$ cat config.mk
export PLATFORM = sky130hd
export DESIGN_NAME = float_format_converter
export DESIGN_NICKNAME = d
export VERILOG_FILES = /design/src/rtl/ffc_pkg.sv /design/src/rtl/ffc_stage.sv /design/src/rtl/float_format_converter.sv
export SDC_FILE = /design/constraint.sdc
export NUM_CORES = 1
export LEC_CHECK = 0
export BUFFER_PORTS_ARGS = -buffer_cell sky130_fd_sc_hd__buf_2
export CORE_MARGIN = 1
export CORE_UTILIZATION = 55
export DETAILED_ROUTE_END_ITERATION = 8
export PLACE_DENSITY = 0.74
export SYNTH_ARGS = -nofsm -noshare
export SYNTH_HDL_FRONTEND = slang
export SYNTH_SLANG_ARGS = --single-unit
$ cat constraint.sdc
create_clock -name clk -period 7.1 [get_ports clk]
set_input_delay 0.355 -clock clk [delete_from_list [all_inputs] [get_ports clk]]
set_output_delay 0.355 -clock clk [all_outputs]
set_load 0.005 [all_outputs]
$ cat src/rtl/ffc_pkg.sv
// shared types and constants for the float format converter
package ffc_pkg;

  localparam logic [1:0] OP_F32_TO_F16  = 2'd0;
  localparam logic [1:0] OP_F16_TO_F32  = 2'd1;
  localparam logic [1:0] OP_F32_TO_BF16 = 2'd2;
  localparam logic [1:0] OP_BF16_TO_F32 = 2'd3;

  localparam logic [15:0] H_INF  = 16'h7C00;
  localparam logic [15:0] H_QNAN = 16'h7E00;

  // pipeline control fields: valid bit and operation code
  typedef struct packed {
    logic       vld;
    logic [1:0] op;
  } ffc_ctl_t;

endpackage

$ cat src/rtl/ffc_stage.sv
// one pipeline register stage with valid and stall propagation
module ffc_stage #(
  parameter int W = 32
) (
  input  logic          clk,
  input  logic          rst_n,
  input  logic          in_valid,
  output logic          in_stall,
  input  logic [W-1:0]  in_data,
  output logic          out_valid,
  input  logic          out_stall,
  output logic [W-1:0]  out_data
);
  logic         vld_r;
  logic [W-1:0] data_r;

  assign in_stall  = vld_r && out_stall;
  assign out_valid = vld_r;
  assign out_data  = data_r;

  always_ff @(posedge clk) begin
    if (!rst_n) begin
      vld_r <= 1'b0;
    end else if (!in_stall) begin
      vld_r <= in_valid;
    end
  end

  always_ff @(posedge clk) begin
    if (!in_stall && in_valid) begin
      data_r <= in_data;
    end
  end

  a_hold: assert property (@(posedge clk) disable iff (!rst_n)
    $past(vld_r && out_stall) |-> (vld_r && $stable(data_r)))
    else $error("stalled stage changed");
endmodule

$ cat src/rtl/float_format_converter.sv
// top level: three-stage binary32/binary16/bfloat16 converter
//
//  channel | ports                            | direction
//  input   | in_valid in_stall in_operation in_operand | in
//  result  | out_valid out_stall out_converted | out
//
// one item per cycle sustained while the output is not stalled
// stage 1 decodes and aligns, stage 2 rounds and packs, stage 3 holds the result
// a stall at the output freezes all stages full; bubbles are absorbed
// reset clears only the stage valid bits
module float_format_converter (
  input  logic        clk,
  input  logic        rst_n,
  input  logic        in_valid,
  output logic        in_stall,
  input  logic [1:0]  in_operation,
  input  logic [31:0] in_operand,
  output logic        out_valid,
  input  logic        out_stall,
  output logic [31:0] out_converted
);
  localparam logic [2:0] KIND_NAN    = 3'd0;
  localparam logic [2:0] KIND_INF    = 3'd1;
  localparam logic [2:0] KIND_NORM   = 3'd2;
  localparam logic [2:0] KIND_SUB    = 3'd3;
  localparam logic [2:0] KIND_ZERO   = 3'd4;
  localparam logic [2:0] KIND_DIRECT = 3'd5;

  // stage 1: decode
  logic        s1_sign;
  logic [7:0]  s1_e;
  logic [22:0] s1_m;
  logic [2:0]  s1_kind;
  logic [24:0] s1_mant;     // subnormal mantissa
  logic [4:0]  s1_shift;
  logic [31:0] s1_direct;
  logic [9:0]  hm;
  logic [4:0]  he;
  logic [3:0]  p;
  logic [9:0]  hsh;
  logic [7:0]  bshift;

  always_comb begin
    s1_sign = in_operand[31];
    s1_e = in_operand[30:23];
    s1_m = in_operand[22:0];
    s1_kind = KIND_DIRECT;
    s1_mant = '0;
    s1_shift = '0;
    s1_direct = '0;
    hm = in_operand[9:0];
    he = in_operand[14:10];
    p = 4'd0;
    for (int i = 0; i < 10; i++) if (hm[i]) p = 4'(i);
    hsh = hm << (4'd10 - p);
    bshift = 8'd126 - s1_e;
    case (in_operation)
      ffc_pkg::OP_F32_TO_F16: begin
        if (s1_e == 8'hFF) s1_kind = (s1_m != 0) ? KIND_NAN : KIND_INF;
        else if (s1_e >= 8'd143) s1_kind = KIND_INF;
        else if (s1_e >= 8'd113) s1_kind = KIND_NORM;
        else if (s1_e == 8'd0 || bshift >= 8'd25) s1_kind = KIND_ZERO;
        else begin
          s1_kind = KIND_SUB;
          s1_mant = {1'b0, 1'b1, s1_m};
          s1_shift = bshift[4:0];
        end
      end
      ffc_pkg::OP_F16_TO_F32: begin
        if (he == 5'h1F)
          s1_direct = (hm == 0) ? {in_operand[15], 31'h7F800000}
                    : {in_operand[15], 8'hFF, 1'b1, hm[8:0], 13'd0};
        else if (he != 0)
          s1_direct = {in_operand[15], 8'(he) + 8'd112, hm, 13'd0};
        else if (hm == 0)
          s1_direct = {in_operand[15], 31'd0};
        else
          s1_direct = {in_operand[15], 8'(p) + 8'd103, hsh[9:0], 13'd0};
      end
      ffc_pkg::OP_F32_TO_BF16: begin
        if (in_operand[30:0] > 31'h7F800000)
          s1_direct = {16'd0, in_operand[31:16] | 16'h0040};
        else if (s1_e == 0)
          s1_direct = {16'd0, s1_sign, 15'd0};
        else s1_kind = KIND_NORM;
      end
      default: s1_direct = {in_operand[15:0], 16'd0};
    endcase
  end

  logic [1:0]  op1;
  logic        sg1;
  logic [2:0]  k1;
  logic [7:0]  e1;
  logic [22:0] m1;
  logic [24:0] mt1;
  logic [4:0]  sh1;
  logic [31:0] d1;
  logic        v1, st1;

  ffc_stage #(.W(2+1+3+8+23+25+5+32)) u_s1 (
    .clk, .rst_n, .in_valid, .in_stall,
    .in_data({in_operation, s1_sign, s1_kind, s1_e, s1_m, s1_mant, s1_shift, s1_direct}),
    .out_valid(v1), .out_stall(st1),
    .out_data({op1, sg1, k1, e1, m1, mt1, sh1, d1}));

  // stage 2: round, or pass the direct result through
  logic [15:0] r2;
  logic [31:0] res2;
  logic [24:0] rem, half;
  logic [14:0] rn;
  logic [31:0] bsum;
  always_comb begin
    r2 = '0;
    rem = '0;
    half = '0;
    rn = '0;
    bsum = {sg1, e1, m1} + 32'h7FFF + {31'd0, m1[16]};
    res2 = d1;
    if (op1 == ffc_pkg::OP_F32_TO_F16) begin
      case (k1)
        KIND_NAN: r2 = ffc_pkg::H_QNAN;
        KIND_INF: r2 = ffc_pkg::H_INF;
        KIND_NORM: begin
          rn = {5'(e1 - 8'd112), m1[22:13]};
          if (m1[12:0] > 13'h1000 || (m1[12:0] == 13'h1000 && rn[0])) rn = rn + 15'd1;
          r2 = (rn >= 15'h7C00) ? ffc_pkg::H_INF : {1'b0, rn};
        end
        KIND_SUB: begin
          rn = 15'(mt1 >> sh1);
          rem = mt1 & ((25'd1 << sh1) - 25'd1);
          half = 25'd1 << (sh1 - 5'd1);
          if (rem > half || (rem == half && rn[0])) rn = rn + 15'd1;
          r2 = {1'b0, rn};
        end
        default: r2 = '0;
      endcase
      res2 = {16'd0, sg1 | r2[15], r2[14:0]};
    end else if (op1 == ffc_pkg::OP_F32_TO_BF16 && k1 == KIND_NORM) begin
      res2 = {16'd0, bsum[31:16]};
    end
  end

  logic [31:0] d2;
  logic        v2, st2;
  ffc_stage #(.W(32)) u_s2 (
    .clk, .rst_n, .in_valid(v1), .in_stall(st1), .in_data(res2),
    .out_valid(v2), .out_stall(st2), .out_data(d2));

  ffc_stage #(.W(32)) u_s3 (
    .clk, .rst_n, .in_valid(v2), .in_stall(st2), .in_data(d2),
    .out_valid, .out_stall, .out_data(out_converted));

  a_lat: assert property (@(posedge clk) disable iff (!rst_n)
    (in_valid && !in_stall && !out_stall) ##1 !out_stall ##1 !out_stall |=> out_valid)
    else $error("item lost in pipeline");
  a_nostall: assert property (@(posedge clk) disable iff (!rst_n)
    !out_valid |-> !in_stall) else $error("stall without full output");
  a_half: assert property (@(posedge clk) disable iff (!rst_n)
    (v1 && !st1 && (op1 == ffc_pkg::OP_F32_TO_F16 || op1 == ffc_pkg::OP_F32_TO_BF16)) |=>
    d2[31:16] == 16'd0) else $error("narrow result not zero-extended");
endmodule

== Word-level counts from Yosys, hierarchy flattened ==
Cells that the tools add are included.
Cells by class
  add/subtract/negate cells: 11
  $mul: 0
  div/mod/pow operators: 0
  order comparisons: 7
  equal/unequal tests: 10
  shift-type cells: 4
  mux-type cells: 34
  bitwise operators: 3
  reduce and logical (&&, ||, !) cells: 25
Operators with widths (count)
  32-bit case mux with 3 select lines: 1
  31-bit 2-to-1 mux: 3
  16-bit 2-to-1 mux: 5
  15-bit 2-to-1 mux: 5
  15-bit case mux with 4 select lines: 1
  1-bit by 5-bit left shift with 25-bit output (first input constant): 2
  32-bit by 1-bit adder with 32-bit output: 1
  32-bit by 15-bit adder with 32-bit output (second input constant): 1
  31-bit > comparator (second input constant): 1
  15-bit by 1-bit adder with 15-bit output (second input constant): 2
  4-bit 2-to-1 mux: 7
  25-bit AND: 1
  25-bit equality test: 1
  25-bit > comparator: 1
  25-bit by 5-bit >> shifter with 15-bit output: 1
  25-bit by 1-bit subtractor with 25-bit output (second input constant): 1
  24-bit 2-to-1 mux: 1
  23-bit 2-to-1 mux: 1
  23-bit nonzero test: 1
  3-bit 2-to-1 mux: 6
  15-bit greater-or-equal comparator (second input constant): 1
  13-bit equality test (second input constant): 1
  13-bit > comparator (second input constant): 1
  10-bit logical NOT: 1
  other kinds (31): 47
Storage, ports and cells
  flip-flop bits (word level): 166
  bits in latches: 0
  RAM bits: 0
  memory bits (read-only): 0
  input bits: 38
  output and inout port bits: 34
  word-level logic and storage cells: 103
  memories: 0

== Logic depth before layout (Yosys ltp) ==
  depth in word-level cells: 15
  gate-level depth with buffers: 23
  gate-level depth less buffers: 19

== Cells and area by module ==
A second synthesis with hierarchy kept.
Second synthesis, totals
  cell total of the unflattened synthesis: 980
  area, all modules: 10455.0 um2
By module, submodules not included
  float_format_converter: instances 1, cells an instance 805, area each 5432.7 um2, seq. area each 0.0 um2
  ffc_stage (u_s1): instances 1, cells an instance 103, area each 3015.4 um2, seq. area each 2992.9 um2
  ffc_stage (u_s2 ...): instances 2, cells an instance 36, area each 1003.5 um2, seq. area each 980.9 um2

== Least setup slack after synthesis ==
Ideal clock, no wire load.
  path type: in2reg
  start: input port out_stall
  end: register u_s1.data_r[0] (netlist: u_s1.out_data[0]), enable pin
  setup time: 567 ps
  data arrival time: 5086 ps
  data required time: 6533 ps
  setup slack: 1447 ps
  cell stages on the path: 3
  path buffers: 0
  path through: and3_1 -> and2_1 -> nor2b_1
Between the ends
  cells in the longest elaborated chain, start to end: 5
RTL lines
  from (decl): RTL line float_format_converter.sv:19  | input logic out_stall,
  1-bit logical AND (3 in series): RTL line ffc_stage.sv:17  | assign in_stall = vld_r && out_stall;
  net in_stall: RTL line float_format_converter.sv:15  | output logic in_stall,
  1-bit logical NOT
  1-bit logical AND: RTL line ffc_stage.sv:30  | if (!in_stall && in_valid) begin
  to (signal assigned): RTL line ffc_stage.sv:31  | data_r <= in_data;
  to (decl): RTL line ffc_stage.sv:15  | logic [W-1:0] data_r;
The timed path passes the listed nets, and every way through them passes these cells.
A chain may end at the register's enable or synchronous reset.

== Worst setup path after layout ==
  start: register u_s1.data_r[35] (netlist: u_s1.out_data[35])
  end: register u_s2.data_r[0] (netlist: u_s2.out_data[0]), data pin
Between the ends
  cells in the longest elaborated chain, start to end: 10
RTL lines
  branches (longest 6 deep; another with 25-bit by 1-bit subtractor with 25-bit output)
  15-bit 2-to-1 mux (*): RTL line float_format_converter.sv:133  | if (rem > half || (rem == half && rn[0])) rn = rn + 15'd1;
  15-bit case mux with 4 select lines (*): RTL line float_format_converter.sv:121  | case (k1)
  16-bit 2-to-1 mux (*) (2 in series): RTL line float_format_converter.sv:120  | if (op1 == ffc_pkg::OP_F32_TO_F16) begin
  net res2[0]: RTL line float_format_converter.sv:109  | logic [31:0] res2;
  to (signal assigned): RTL line ffc_stage.sv:31
  to (decl): RTL line ffc_stage.sv:15
Mark *: on every way through the listed nets, which the timed path passes. The select of a mux whose other input is x is not followed.

==> results.yml <==
route:
  dr.pass1.iters: 6
  drt_iter0_markers: 841
  antenna_left: 0
  via_per_inst: 6.35
  drc: 0
  avgRoutedWirePerCell_um: 20.7
  vias: 8010
  totalWireLength_um: 26200
run:
  drv_cap: 0
worst_hold_path:
  min_path_type: "input pin to flop"
global_routing:
  grt.total_usage_pct: 27.3
  grt_remaining_overflow: 0
  grt_max_degree: 84
  antenna_found_initial: 0
  grt_pass1_wl_um: 40900
  grt_pass1_vias: 7329
clocking:
  cts_setup_buffers: 0
  root_buffer: "clkbuf_16"
  clkTransAtPathRegs_ps: 70
  numCtsBuffers: 17
  clock-sinks: 165
  hold_buffers: 0
  insertion_delay_ps: 430
  cts_tree: "done"
  post_cts_resized: 0
  cts_htree_levels: 4
  cts_buffer_depth: 2
synthesis:
  synth-adder-area-share_pct: 4.15
  ys_warn_count: 0
  synth_top_flop_cell: "edfxtp_1"
  synth_edf_count: 162
  syn-cell-area_um2: 10500
  ys_ff_latch: 165
  synth-simple-area-share_pct: 19.8
  avgSynthCellArea_um2: 10.8
  synth_async_sr_flop_share_pct: 0
  synth.top_cells.by_count: "edfxtp_1 (162), nand2_1 (87), nor2_1 (65)"
  synthTopCellsByArea: "edfxtp_1 (46%), ha_1 (4.1%), mux4_1 (3.5%), and2_1 (3.2%), nand2_1 (3.1%)"
  synth-compound-area-share_pct: 13.7
  yosysSeqAreaShare_pct: 46.9
  synth_top_family_by_area: "simple AND/OR/NAND/NOR gates"
  synth_nets: 1042
  synth-xor-area-share_pct: 3.92
  synth_mux_area_share_pct: 7.77
  syn_inst: 970
  synth_top_area_share_pct: 46.3
  synth.largest_area_cell: "edfxtp_1"
  yosys.cell_types.count: 83
  synth_most_common_cell: "edfxtp_1"
final_layout:
  final_cell_count_no_fill: 1262
  antenna_cells: 0
  multi_input_area_um2: 5220
  nets: 1087
  seqCellArea_um2: 4920
  drive_gt1_share_pct: 15.6
  area_growth_pct: 9.71
  fillCellCount: 1520
setup_path:
  worstPathMaxFanout: 29
  worstPathRequired_ps: 7250
  start_kind: "flop"
  path_class: "flop to flop"
  cp-end-kind: "flop"
  worstPathArrival_ps: 5460
timing:
  max_freq_mhz: 188
  tightest_slew_ps: 1080
  slew_headroom_pct: 27.6
  hold_viol_final: 0
  holdWs_ps: 130
  setup_tns_ps: 0
  finalCritPeriodShare_pct: 74.9
  fin_skew_ps: 17.6
  fin_crit_ps: 5320
  rsz0062_at_grt: "no"
  final_max_slew_viol_count: 0
  setup_viol: 0
floorplan:
  start_util_pct: 56.1
  io_pins: 72
  die_w_um: 140
  coreArea_um2: 18700
  die_h_um: 140
  fp.dieArea_um2: 19600
  fp-row-count: 50
placement:
  io_buffers: 71
  dp.cells: 1230
  gp_congestion: 0.923
  detailedPlacementHpwl_um: 18700
power:
  pwr-share-comb_pct: 15.7
  p_int_w: 0.00178
  ir_worst_vdd_mv: 0.186
  power_leakage_nw: 4.21
  clock_power_share_pct: 35.7
  power_density_nw_per_um2: 212
  p_switching_w: 0.000659
  sequentialPowerShare_pct: 48.6
  p_sw_share_pct: 27.0
  power_w: 0.00244
run_status:
  status: "finished clean"
## layout by cell type (no fill, tap or decap), drive strengths merged, types with 7 or more instances in the layout
cell type / instances
a21boi: 9
a21oi: 35
a22oi: 12
a31oi: 7
and2: 54
and3: 33
buf: 84
clkbuf: 18
edfxtp: 162
ha: 34
inv: 25
mux2: 10
mux2i: 11
mux4: 24
nand2: 88
nand2b: 12
nand3: 46
nand4: 12
nor2: 66
nor2b: 19
nor3: 27
nor4: 10
o211ai: 7
o21a: 7
o21ai: 45
o31ai: 8
xnor2: 29
xor2: 18
## through the flow
stage / area [um^2] / utilization, % / setup slack (ps)
finish: 11500 / 61.6 / 1780
global route: 11500 / 61.6 / 1400
CTS: 11500 / 61.6 / 1890
detailed placement: 11000 / 58.6 / 1900
global placement: 11000 / 58.6 / 1960
floorplan: 10500 / - / 1450
## layout make-up
| cell class | count | share of cell area [%] |
|---|---|---|
| Timing Repair Buffer | 84 | 3.93 |
| Sequential cell | 165 | 42.8 |
| Tap cell | 234 | 2.54 |
| Inverter | 20 | 0.652 |
| Clock buffer | 18 | 3.73 |
| Clock inverter | 14 | 1.10 |
| Multi-Input combinational cell | 727 | 45.3 |
## flip-flops by register name, summed over array words and instances, names as in the netlist
name and flops:
u_s3.out_data 32, u_s2.out_data 32, u_s1.out_data 98, u_s1.out_valid 1
u_s3.out_valid 1, u_s2.out_valid 1
## worst paths after layout
| check | depth (start not counted) | slack, ps | from | end |
|---|---|---|---|---|
| min | 1 | 130 | in_operand[31] | u_s1.out_data[96] |
| max | 18 | 1780 | u_s1.out_data[35] | u_s2.out_data[0] |
| min reg2reg | 0 | 420 | u_s2.out_data[27] | u_s3.out_data[27] |
| max reg2reg | 18 | 1780 | u_s1.out_data[35] | u_s2.out_data[0] |
## layer usage
layer	track usage [%]	routed length, um	vias to the layer above
met5	0	0	-
li1	-	-	3778
met3	4.07	1980	36
met1	38.5	11200	3819
met2	43.5	12500	377
met4	8.96	482	0
## power groups by stage
stage / clock network (W) / registers [W] / logic, W
2_1_floorplan: 0 / 0.00119 / 0.000284
3_3_place_gp: 0 / 0.00120 / 0.000372
3_5_place_dp: 0 / 0.00121 / 0.000376
4_1_cts: 0.000880 / 0.00119 / 0.000378
5_1_grt: 0.000921 / 0.00119 / 0.000417
6_report: 0.000871 / 0.00119 / 0.000383
## critical path: stages, from the launching register on
cell	delay, ps
edfxtp_1	940
nor2_1	160
and3_1	240
inv_1	60
ha_1	390
o21ai_0	280
and3_1	230
a21oi_1	110
o22ai_1	90
and2_1	180
ha_1	300
nand4_1	110
nor3_1	60
or3_1	300
o31ai_1	730
and2_1	300
mux2_2	350
a2bb2oi_1	130
o31ai_1	80
## cell families (layout without fill, tap and decap cells)
family,count (synthesis),after routing
AO/OA/AOI/OAI,203,203
XOR/XNOR,47,47
multiplexers,45,45
adder cells (fa/ha/maj),35,35
buffers and inverters,78,136
AND/OR/NAND/NOR,397,397
flip-flops,165,165
(Power assumes the default switching activity.)
